**src/rtl/core/pbsne_pkg.sv**
```systemverilog
// Package for the protobuf service name extractor: parser phases, result kinds,
// fixed counts and the result entry type.
// No dependencies.
package pbsne_pkg;

  typedef enum logic [2:0] {
    PH_HEADER    = 3'd0,
    PH_TAG       = 3'd1,
    PH_LEN       = 3'd2,
    PH_SKIPVAR   = 3'd3,
    PH_SKIPBYTES = 3'd4,
    PH_NAME      = 3'd5,
    PH_DONE      = 3'd6,
    PH_ERROR     = 3'd7
  } phase_t;

  localparam logic [1:0] KIND_NAME  = 2'd0;
  localparam logic [1:0] KIND_DONE  = 2'd1;
  localparam logic [1:0] KIND_ERROR = 2'd2;
  localparam logic [1:0] KIND_TRUNC = 2'd3;

  // Field numbers that the parser acts on.
  localparam logic [28:0] FIELD_SKIPVAR   = 29'd1;
  localparam logic [28:0] FIELD_SKIPBYTES = 29'd2;
  localparam logic [28:0] FIELD_NAME_A    = 29'd3;
  localparam logic [28:0] FIELD_NAME_B    = 29'd4;

  localparam logic [31:0] FIXED_SKIP   = 32'd8;
  localparam logic [1:0]  NAMES_WANTED = 2'd2;
  localparam logic [7:0]  DOT_CHAR     = 8'h2E;
  localparam logic [7:0]  HEADER_RESET = 8'd8;

  // Register index of header_skip on the configuration port.
  localparam logic REG_HEADER_SKIP = 1'b0;

  // Result queue: four entries, room for the three results of one byte.
  localparam int FifoDepth = 4;

  typedef struct packed {
    logic       last;
    logic [1:0] kind;
    logic [7:0] data;
  } res_t;

endpackage

```
**src/rtl/core/protobuf_service_name_extractor_unit.sv**
```systemverilog
// Top level of the protobuf service name extractor: tag and varint parser with
// a four-entry result queue and an APB-style register port.
// Depends on pbsne_pkg.
//
//  channel  | direction | transaction content
//  ---------+-----------+-----------------------------------------------
//  s_*      | in        | tdata = in_byte[7:0], tlast = in_last
//  m_*      | out       | tdata = out_byte[7:0], tuser = out_kind[1:0],
//           |           | tlast = out_last
//  apb      | in/out    | register 0 (byte address 0): header_skip[7:0]
//
// Each byte is parsed in the cycle it is accepted; its zero to three results
// enter the result queue at that edge and leave one per cycle while m_tready
// is high. s_tready is high while the queue holds at most one entry, so with
// one result per byte and m_tready high a byte is taken every cycle; bytes
// giving three results drain at one result per cycle while m_tready is high.
// Reset (rst, synchronous): empty queue, header phase, header_skip set to 8.
module protobuf_service_name_extractor_unit (
  input  logic        clk,
  input  logic        rst,
  input  logic        s_tvalid,
  output logic        s_tready,
  input  logic [7:0]  s_tdata,   // [7:0] in_byte
  input  logic        s_tlast,
  output logic        m_tvalid,
  input  logic        m_tready,
  output logic [7:0]  m_tdata,   // [7:0] out_byte
  output logic [1:0]  m_tuser,   // [1:0] out_kind
  output logic        m_tlast,
  input  logic        psel,
  input  logic        penable,
  input  logic        pwrite,
  input  logic [2:0]  paddr,
  input  logic [31:0] pwdata,
  output logic [31:0] prdata,
  output logic        pready
);

  logic [7:0]  header_skip;
  pbsne_pkg::phase_t phase, phase_next;
  logic [31:0] byte_count, byte_count_next;
  logic [31:0] varint_acc, varint_acc_next;
  logic [3:0]  varint_group, varint_group_next;
  logic        is_field3, is_field3_next;
  logic [1:0]  names_found, names_found_next;

  pbsne_pkg::res_t res [0:2];
  logic [1:0]  nres;

  pbsne_pkg::res_t fifo [0:pbsne_pkg::FifoDepth-1];
  logic [1:0]  wr_ptr;
  logic [1:0]  rd_ptr;
  logic [2:0]  count;
  logic        accept;
  logic        pop;

  // Configuration port.
  assign pready = 1'b1;

  always_ff @(posedge clk) begin
    if (rst) begin
      header_skip <= pbsne_pkg::HEADER_RESET;
    end else if (psel && penable && pwrite && pready &&
                 paddr[2] == pbsne_pkg::REG_HEADER_SKIP) begin
      header_skip <= pwdata[7:0];
    end
  end

  assign prdata = (paddr[2] == pbsne_pkg::REG_HEADER_SKIP) ? {24'd0, header_skip} : 32'd0;

  // Parser: one byte of work between the state registers and the queue.
  always_comb begin
    pbsne_pkg::phase_t ph;
    logic [31:0] acc_in;
    logic [3:0]  grp_in;
    logic [31:0] part;
    logic [31:0] acc_fed;
    logic        vdone;
    logic        fin;
    logic [7:0]  b;

    b = s_tdata;
    phase_next        = phase;
    byte_count_next   = byte_count;
    varint_acc_next   = varint_acc;
    varint_group_next = varint_group;
    is_field3_next    = is_field3;
    names_found_next  = names_found;
    nres = 2'd0;
    fin  = 1'b0;
    for (int i = 0; i < 3; i++) begin
      res[i] = '0;
    end

    // A lowered header_skip ends the header before this byte is looked at.
    if (phase == pbsne_pkg::PH_HEADER && byte_count >= {24'd0, header_skip}) begin
      ph = pbsne_pkg::PH_TAG;
      acc_in = 32'd0;
      grp_in = 4'd0;
    end else begin
      ph = phase;
      acc_in = varint_acc;
      grp_in = varint_group;
    end

    // Varint step: bit 7 is the continuation flag and never enters the value.
    case (grp_in)
      4'd0:    part = {25'd0, b[6:0]};
      4'd1:    part = {18'd0, b[6:0], 7'd0};
      4'd2:    part = {11'd0, b[6:0], 14'd0};
      4'd3:    part = {4'd0, b[6:0], 21'd0};
      4'd4:    part = {b[3:0], 28'd0};
      default: part = 32'd0;
    endcase
    acc_fed = acc_in | part;
    vdone   = !b[7];

    case (ph)
      pbsne_pkg::PH_HEADER: begin
        byte_count_next = byte_count + 32'd1;
        if (byte_count_next >= {24'd0, header_skip}) begin
          phase_next = pbsne_pkg::PH_TAG;
          varint_acc_next = 32'd0;
          varint_group_next = 4'd0;
        end
      end
      pbsne_pkg::PH_TAG, pbsne_pkg::PH_LEN: begin
        varint_acc_next = acc_fed;
        varint_group_next = (grp_in < 4'd15) ? grp_in + 4'd1 : grp_in;
        phase_next = ph;
        if (vdone) begin
          varint_group_next = grp_in;
          if (ph == pbsne_pkg::PH_LEN) begin
            byte_count_next = acc_fed;
            phase_next = pbsne_pkg::PH_NAME;
            fin = (acc_fed == 32'd0);
          end else begin
            case (acc_fed[31:3])
              pbsne_pkg::FIELD_SKIPVAR: begin
                phase_next = pbsne_pkg::PH_SKIPVAR;
                varint_acc_next = 32'd0;
                varint_group_next = 4'd0;
              end
              pbsne_pkg::FIELD_SKIPBYTES: begin
                byte_count_next = pbsne_pkg::FIXED_SKIP;
                phase_next = pbsne_pkg::PH_SKIPBYTES;
              end
              pbsne_pkg::FIELD_NAME_A, pbsne_pkg::FIELD_NAME_B: begin
                is_field3_next = (acc_fed[31:3] == pbsne_pkg::FIELD_NAME_A);
                phase_next = pbsne_pkg::PH_LEN;
                varint_acc_next = 32'd0;
                varint_group_next = 4'd0;
              end
              default: begin
                res[nres] = '{last: 1'b0, kind: pbsne_pkg::KIND_ERROR, data: 8'd0};
                nres = nres + 2'd1;
                phase_next = pbsne_pkg::PH_ERROR;
              end
            endcase
          end
        end
      end
      pbsne_pkg::PH_SKIPVAR: begin
        if (vdone) begin
          phase_next = pbsne_pkg::PH_TAG;
          varint_acc_next = 32'd0;
          varint_group_next = 4'd0;
        end
      end
      pbsne_pkg::PH_SKIPBYTES: begin
        if (byte_count != 32'd0) byte_count_next = byte_count - 32'd1;
        if (byte_count_next == 32'd0) begin
          phase_next = pbsne_pkg::PH_TAG;
          varint_acc_next = 32'd0;
          varint_group_next = 4'd0;
        end
      end
      pbsne_pkg::PH_NAME: begin
        res[nres] = '{last: 1'b0, kind: pbsne_pkg::KIND_NAME, data: b};
        nres = nres + 2'd1;
        if (byte_count != 32'd0) byte_count_next = byte_count - 32'd1;
        fin = (byte_count_next == 32'd0);
      end
      default: begin
      end
    endcase

    // End of a name field: the dot follows a field 3 name.
    if (fin) begin
      if (is_field3_next) begin
        res[nres] = '{last: 1'b0, kind: pbsne_pkg::KIND_NAME, data: pbsne_pkg::DOT_CHAR};
        nres = nres + 2'd1;
      end
      names_found_next = names_found + 2'd1;
      if (names_found_next >= pbsne_pkg::NAMES_WANTED) begin
        res[nres] = '{last: 1'b0, kind: pbsne_pkg::KIND_DONE, data: 8'd0};
        nres = nres + 2'd1;
        phase_next = pbsne_pkg::PH_DONE;
      end else begin
        phase_next = pbsne_pkg::PH_TAG;
        varint_acc_next = 32'd0;
        varint_group_next = 4'd0;
      end
    end

    if (s_tlast) begin
      if (phase_next != pbsne_pkg::PH_DONE && phase_next != pbsne_pkg::PH_ERROR) begin
        res[nres] = '{last: 1'b0, kind: pbsne_pkg::KIND_TRUNC, data: 8'd0};
        nres = nres + 2'd1;
      end
      phase_next        = pbsne_pkg::PH_HEADER;
      byte_count_next   = 32'd0;
      varint_acc_next   = 32'd0;
      varint_group_next = 4'd0;
      is_field3_next    = 1'b0;
      names_found_next  = 2'd0;
    end

    if (nres != 2'd0) begin
      res[nres - 2'd1].last = 1'b1;
    end
  end

  assign s_tready = (count <= 3'(pbsne_pkg::FifoDepth - 3));
  assign accept   = s_tvalid && s_tready;
  assign m_tvalid = (count != 3'd0);
  assign pop      = m_tvalid && m_tready;

  always_ff @(posedge clk) begin
    if (rst) begin
      phase        <= pbsne_pkg::PH_HEADER;
      byte_count   <= 32'd0;
      varint_acc   <= 32'd0;
      varint_group <= 4'd0;
      is_field3    <= 1'b0;
      names_found  <= 2'd0;
    end else if (accept) begin
      phase        <= phase_next;
      byte_count   <= byte_count_next;
      varint_acc   <= varint_acc_next;
      varint_group <= varint_group_next;
      is_field3    <= is_field3_next;
      names_found  <= names_found_next;
    end
  end

  // Result queue.
  always_ff @(posedge clk) begin
    if (rst) begin
      wr_ptr <= 2'd0;
      rd_ptr <= 2'd0;
      count  <= 3'd0;
    end else begin
      if (accept) wr_ptr <= wr_ptr + nres;
      if (pop) rd_ptr <= rd_ptr + 2'd1;
      count <= count + {1'b0, (accept ? nres : 2'd0)} - {2'd0, pop};
    end
  end

  always_ff @(posedge clk) begin
    for (int i = 0; i < 3; i++) begin
      if (accept && 2'(i) < nres) begin
        fifo[wr_ptr + 2'(i)] <= res[i];
      end
    end
  end

  assign m_tdata = fifo[rd_ptr].data;
  assign m_tuser = fifo[rd_ptr].kind;
  assign m_tlast = fifo[rd_ptr].last;

  // Checks on the parser and the queue.
  a_count_bound: assert property (@(posedge clk) disable iff (rst)
    count <= 3'(pbsne_pkg::FifoDepth))
    else $error("result queue overfilled");

  a_last_resets: assert property (@(posedge clk) disable iff (rst)
    accept && s_tlast |=> phase == pbsne_pkg::PH_HEADER && names_found == 2'd0)
    else $error("parser not cleared after final byte");

  a_done_names: assert property (@(posedge clk) disable iff (rst)
    phase == pbsne_pkg::PH_DONE |-> names_found == pbsne_pkg::NAMES_WANTED)
    else $error("done reached without both names");

  a_name_count: assert property (@(posedge clk) disable iff (rst)
    phase == pbsne_pkg::PH_NAME |-> byte_count != 32'd0)
    else $error("name phase with no bytes left");

endmodule
```
**config.mk**
```make
export PLATFORM = sky130hd
export DESIGN_NAME = protobuf_service_name_extractor_unit
export DESIGN_NICKNAME = d
export VERILOG_FILES = /design/src/rtl/core/pbsne_pkg.sv /design/src/rtl/core/protobuf_service_name_extractor_unit.sv
export SDC_FILE = /design/constraint.sdc
export NUM_CORES = 1
export LEC_CHECK = 0
export BUFFER_PORTS_ARGS = -buffer_cell sky130_fd_sc_hd__buf_2
export CAP_MARGIN = 15
export CORE_ASPECT_RATIO = 0.5
export CORE_MARGIN = 5
export CORE_UTILIZATION = 30
export CTS_CLUSTER_DIAMETER = 100
export DETAILED_ROUTE_END_ITERATION = 12
export HOLD_SLACK_MARGIN = 0.05
export PLACE_DENSITY = 0.44
export SLEW_MARGIN = 30
export SYNTH_ARGS = -nofsm -noshare
export SYNTH_HDL_FRONTEND = slang
export SYNTH_SLANG_ARGS = --single-unit
export TNS_END_PERCENT = 10
```
**constraint.sdc**
```tcl
create_clock -name clk -period 8.1 [get_ports clk]
set_input_delay 0.81 -clock clk [delete_from_list [all_inputs] [get_ports clk]]
set_output_delay 0.81 -clock clk [all_outputs]
set_load 0.005 [all_outputs]
```
After elaboration in Yosys (flattened, before gate mapping)
Memories as Yosys holds them, arrays and structs flattened. A register that Yosys moved wholly into a read port is not among the register bits.
Index checks and enable logic that the tools add are counted.
{"block": "classes", "muxes": 93, "eq_ne": 17, "bitwise_logic": 15, "addsub": 14, "n_lt_le_gt_ge": 16, "n_reduce_logical": 31}
{"operator": "2-to-1 mux 32 bit", "n": 17}
{"operator": "one-hot mux 32 bit (4 select lines)", "n": 2}
{"operator": "2-to-1 mux 33 bit", "n": 7}
{"operator": "one-hot mux 32 bit (5 select lines)", "n": 1}
{"operator": "logical NOT 32 bit", "n": 3}
{"operator": "demux 11 bit (select 2 bit)", "n": 4}
{"operator": "greater-or-equal comparator 32 x 8 -> 1 bit", "n": 2}
{"operator": "== test 29 x 2 -> 1 bit, second input constant", "n": 2}
{"operator": "2-to-1 mux 11 bit", "n": 4}
{"operator": "2-to-1 mux 4 bit", "n": 11}
{"operator": "bitwise mux 33 bit", "n": 1}
{"operator": "adder 32 x 1 -> 32 bit, second input constant", "n": 1}
{"operator": "bitwise OR 32 bit", "n": 1}
{"operator": "nonzero test 32 bit", "n": 1}
{"operator": "subtractor 32 x 1 -> 32 bit, second input constant", "n": 1}
{"operator": "AND 30 bit", "n": 1}
{"operator": "2-to-1 mux 10 bit", "n": 3}
{"operator": "NOT 30 bit", "n": 1}
{"operator": "== test 29 x 1 -> 1 bit, second input constant", "n": 1}
{"operator": "== test 29 x 3 -> 1 bit, second input constant", "n": 1}
{"operator": "AND 27 bit", "n": 1}
{"operator": "2-to-1 mux 3 bit", "n": 9}
{"operator": "NOT 27 bit", "n": 1}
{"operator": "2-to-1 mux 2 bit", "n": 11}
{"operator": "other kinds (47)", "n": 99}
{"block": "word_totals", "elab_cells": 197, "n_memories": 1, "inputBits": 51, "reg_bits": 89, "out_inout_bits": 46, "ram_bits": 44}
{"memory": "fifo", "depth": 4, "width": 11, "rd": 1, "rd_ports_with_merged_regs": 1, "wr": 3, "line": "protobuf_service_name_extractor_unit.sv:50", "text": "pbsne_pkg::res_t fifo [0:pbsne_pkg::FifoDepth-1];"}

Logic depth before layout (Yosys ltp)
{"block": "logic_depth", "depth_word": 29, "depth_mapped": 35}

Least setup slack after synthesis
Ideal clock, no wire load.
{"block": "synth_timing", "kind": "register to register", "start": "register byte_count[10]", "end": "register count[2]", "t_arrival_ps": 6623, "n_path_buf": 4, "stages_incl_launch_ff": 32, "synth_period_minus_slack_ps": 6750, "required_time_ps": 7972, "setup_slack_ps": 1350, "path_cell_list": "dfxtp_1 buf_6 or4_4 nor2_1 o2111ai_1 nand2_1 clkbuf_1 clkbuf_1 and2_1 inv_1 ha_1 and2_1 buf_1 a21o_1 o22ai_1 nand4_1 nor2_1 nand2_1 a21oi_1 inv_1 ha_1 o21ai_0 nor2b_1 inv_1 ha_1 mux2i_1 nand2_1 ha_1 fa_1 xnor2_1 xnor2_1 nor2_1"}
{"block": "synth_via", "elab_chain_len": 24, "word_cells_on_any_way": 68}
{"element": "start: declaration", "line": "protobuf_service_name_extractor_unit.sv:41", "text": "logic [31:0] byte_count, byte_count_next;"}
{"element": "start signal: assignment", "line": "protobuf_service_name_extractor_unit.sv:239", "text": "byte_count <= byte_count_next;"}
{"element": "greater-or-equal comparator 32 x 8 -> 1 bit", "line": "protobuf_service_name_extractor_unit.sv:96", "text": "if (phase == pbsne_pkg::PH_HEADER && byte_count >= {24'd0, header_skip}) begin"}
{"element": "logical AND 1 bit", "line": "protobuf_service_name_extractor_unit.sv:96"}
{"element": "2-to-1 mux 4 bit", "line": "protobuf_service_name_extractor_unit.sv:96"}
{"element": "== test 4 x 3 -> 1 bit, or another cell as far along", "line": "protobuf_service_name_extractor_unit.sv:107", "text": "case (grp_in)"}
{"element": "one-hot mux 32 bit (5 select lines)", "line": "protobuf_service_name_extractor_unit.sv:107"}
{"element": "bitwise OR 32 bit", "line": "protobuf_service_name_extractor_unit.sv:115", "text": "acc_fed = acc_in | part;"}
{"element": "== test 29 x 2 -> 1 bit, or another cell as far along", "line": "protobuf_service_name_extractor_unit.sv:138, protobuf_service_name_extractor_unit.sv:149"}
{"element": "OR reduction 4 bit (no line)"}
{"element": "[... 8 more ...]"}
{"element": "2-to-1 mux 2 bit", "line": "protobuf_service_name_extractor_unit.sv:195", "text": "if (names_found_next >= pbsne_pkg::NAMES_WANTED) begin"}
{"element": "2-to-1 mux 2 bit", "line": "protobuf_service_name_extractor_unit.sv:189", "text": "if (fin) begin"}
{"element": "adder 2 x 1 -> 2 bit", "line": "protobuf_service_name_extractor_unit.sv:209", "text": "nres = nres + 2'd1;"}
{"element": "2-to-1 mux 2 bit", "line": "protobuf_service_name_extractor_unit.sv:207", "text": "if (phase_next != pbsne_pkg::PH_DONE && phase_next != pbsne_pkg::PH_ERROR) begin"}
{"element": "2-to-1 mux 2 bit *", "line": "protobuf_service_name_extractor_unit.sv:206", "text": "if (s_tlast) begin"}
{"element": "2-to-1 mux 2 bit *", "line": "protobuf_service_name_extractor_unit.sv:256", "text": "count <= count + {1'b0, (accept ? nres : 2'd0)} - {2'd0, pop};"}
{"element": "adder 3 x 2 -> 3 bit *", "line": "protobuf_service_name_extractor_unit.sv:256"}
{"element": "subtractor 3 x 1 -> 3 bit *", "line": "protobuf_service_name_extractor_unit.sv:256"}
{"element": "end signal: assignment", "line": "protobuf_service_name_extractor_unit.sv:256"}
{"element": "end: declaration", "line": "protobuf_service_name_extractor_unit.sv:53", "text": "logic [2:0] count;"}
Mark *: on every way between the ends. The rest lies on a longest branch, timed or not. The select of a mux whose other input is x is not followed.
A chain may end at the register's enable or synchronous reset.

Worst setup path after layout
{"block": "layout_timing", "start": "register byte_count[5]", "end": "register count[2]"}
The elaborated chain is that of the path after synthesis.

==> flow_summary.json <==
{
  "finalClockSkew_ns": 0.0172,
  "p_total_uw": 5310,
  "antenna_cells": 0,
  "postSynthAreaPerCell_um2": 8.03,
  "crit_top_cell": "ha_1",
  "yosys_warnings": 0,
  "syn_to_final_growth_pct": 10.6,
  "cts_resized": 0,
  "rows": 47,
  "ys_types": 95,
  "crit_required_ns": 8.42,
  "period_needed_ns": 7.18,
  "status": "finished, final reports clean",
  "cts_hold_buf": 0,
  "die_h_um": 140,
  "coreArea_um2": 33200,
  "initial_utilization": 0.305,
  "timing.critical_path.max_delay_family": "compound AO/OA/AOI/OAI gates",
  "p_per_area_nw_per_um2": 475,
  "fin_setup_tns_ns": 0,
  "tritoncts": "yes",
  "synthesis.area_um2": 10100,
  "hold_slack_ns": 0.456,
  "drtPass1Iterations": 8,
  "p_sw_frac": 0.514,
  "synthTopCellsByCount": "nor2_1, nand2_1, a21oi_1",
  "drtAntennaViolNets": 0,
  "drc": 0,
  "cp_slowest_cell": "dfxtp_1",
  "fin_util": 0.337,
  "worstPathArrival_ns": 7.50,
  "ys_dominant_reg_cell": "dfxtp_1",
  "routed_wl_mm": 34.6,
  "htree_levels": 4,
  "cts_num_sinks": 135,
  "path_buf_inv": 4,
  "clkPwrFrac": 0.160,
  "period_share": 0.887,
  "dp_slack_ns": 1.03,
  "drtIter0Drc": 756,
  "synth.area.top_cells": "dfxtp_1, edfxtp_1, nor2_1, a21oi_1, ha_1",
  "power.switching_uw": 2730,
  "cts_setup_buffers": 0,
  "fmax_ghz": 0.139,
  "crit_path_start_kind": "register",
  "timing.final.ws_setup_ns": 0.915,
  "yosys.area.top_type": "dfxtp_1",
  "rsz0062_at_grt": "no",
  "yosysMostFrequentCell": "nor2_1",
  "place_congestion": 0.903,
  "synth_top_area_share": 0.180,
  "vias": 9614,
  "routed_via_density": 5.67,
  "fillers": 3513,
  "seqPwrFrac": 0.183,
  "clockBufferDepth": 2,
  "grt_max_degree": 58,
  "crit_fanout": 17,
  "cts-buffers-inserted": 17,
  "ir_drop_mv": 0.208,
  "drive_gt1_frac": 0.123,
  "cts_root_buf": "clkbuf_16",
  "die-area_um2": 37700,
  "synthArstFlopShare": 0,
  "grtUsageTotal": 0.181,
  "grt_overflow_total": 0,
  "slew_violations": 0,
  "grt_pass1_wl_mm": 54.0,
  "die_w_um": 270,
  "internal_power_uw": 2580,
  "combPwrFrac": 0.657,
  "ys_seq_area_frac": 0.311,
  "finalHoldViolations": 0,
  "io_pins": 97,
  "power_leakage_uw": 0.00408,
  "endpoint_kind": "register",
  "hp-class": "reg -> reg",
  "clk_pin_slew_ns": 0.06,
  "dp_hpwl_mm": 24.9,
  "tightest_slew_ns": 0.960,
  "slew_headroom": 0.359,
  "clk_latency_ns": 0.46,
  "setup_viol": 0,
  "routedWlPerCell_um": 20.4,
  "slowest_delay_ns": 0.69,
  "grt_pass1_vias": 9130,
  "final_nets": 1327,
  "ys_ff_latch": 135,
  "timing_worst_setup_path_type": "reg -> reg",
  "synth_edf_count": 44,
  "port_buffers": 45,
  "synthCells": 1260,
  "antenna_found_initial": 2,
  "maxCapViolations": 0
}
==> metrics by stage <==
| stage | instance area (um2) | cells |
|---|---|---|
| 2_1_floorplan | 10200 | 1283 |
| 3_3_place_gp | 10600 | 1665 |
| 3_5_place_dp | 10600 | 1665 |
| 4_1_cts | 11200 | 1697 |
| 5_1_grt | 11200 | 1697 |
| 6_report | 11200 | 1697 |
==> routing by layer <==
metal / GRT usage / routed length, um / up-vias
met1: 0.253 / 16100 / 4624
li1: - / - / 4592
met3: 0.0421 / 2440 / 39
met4: 0.0501 / 596 / 2
met2: 0.281 / 15500 / 357
met5: 0 / 20 / -
==> area by class of cell <==
class / count / area [um2] / area share
Tap cell: 441 / 552 / 0.0493
Multi-Input combinational cell: 983 / 6310 / 0.564
Timing Repair Buffer: 72 / 428 / 0.0383
Inverter: 34 / 128 / 0.0114
Clock buffer: 18 / 429 / 0.0384
Clock inverter: 14 / 198 / 0.0177
Sequential cell: 135 / 3140 / 0.281
==> worst register-to-register path: cells and delay by family (launching register included) <==
kind	cells	cell delay [ns]
compound gates	6	2.04
xor+xnor	2	0.33
fa+ha+maj	6	1.93
buf+inv	4	0.48
flops	1	0.69
mux	1	0.16
simple gates	9	1.43
==> state kept, by name, indices dropped and copies added (netlist names), named ones only <==
name          cells
is_field3         1
wr_ptr            2
count             3
fifo             44
rd_ptr            2
varint_acc       32
names_found       2
varint_group      4
phase             3
byte_count       32
header_skip       8
==> logic make-up (layout without fill, tap and decap cells) <==
kind of cell,count (synthesis),count (layout),share of synthesized area
adder cells (fa/ha/maj),33,33,0.0416
XOR/XNOR,57,57,0.0512
AND/OR/NAND/NOR,494,494,0.246
multiplexers,20,20,0.0344
AO/OA/AOI/OAI,354,354,0.239
other,2,25,0.000742
buffers and inverters,165,138,0.0769
flip-flops,135,135,0.311
==> power by group through the flow <==
stage | combinational, uW | sequential, uW | clock [uW]
after CTS | 3440 | 974 | 865
after floorplan | 2530 | 908 | 0
after global placement | 3430 | 984 | 0
after detailed placement | 3430 | 989 | 0
after global routing | 3800 | 991 | 893
final | 3490 | 974 | 847
==> cell usage in the layout, fill, tap and decap left out, types with 6 or more instances in the layout <==
master	count
nor2_1	147
nand2_1	97
a21oi_1	96
dfxtp_1	91
nor3_1	59
o21ai_0	50
buf_2	45
edfxtp_1	44
xnor2_1	38
a22o_1	38
nand3_1	37
nor4_1	33
inv_1	32
ha_1	32
a22oi_1	27
buf_4	27
conb_1	25
o22ai_1	24
nand4_1	18
xor2_1	18
clkbuf_16	17
and2_1	15
or4_1	15
a31oi_1	13
o21ai_1	12
a21o_1	11
mux4_2	11
o31ai_1	10
or3_1	9
or2_2	9
nor2b_1	8
o21a_1	7
o211ai_1	7
nor3b_1	7
and4_1	6
and3_1	6
==> path summary, 6_finish.rpt <==
| check | startpoint | to | slack, ns | cells past startpoint |
|---|---|---|---|---|
| max | byte_count[5] | count[2] | 0.92 | 28 |
| min | header_skip[7] | header_skip[7] | 0.46 | 2 |
| max reg2reg | byte_count[5] | count[2] | 0.92 | 28 |
| min reg2reg | header_skip[7] | header_skip[7] | 0.46 | 2 |
No activity file was read; power rests on OpenSTA's default activity.
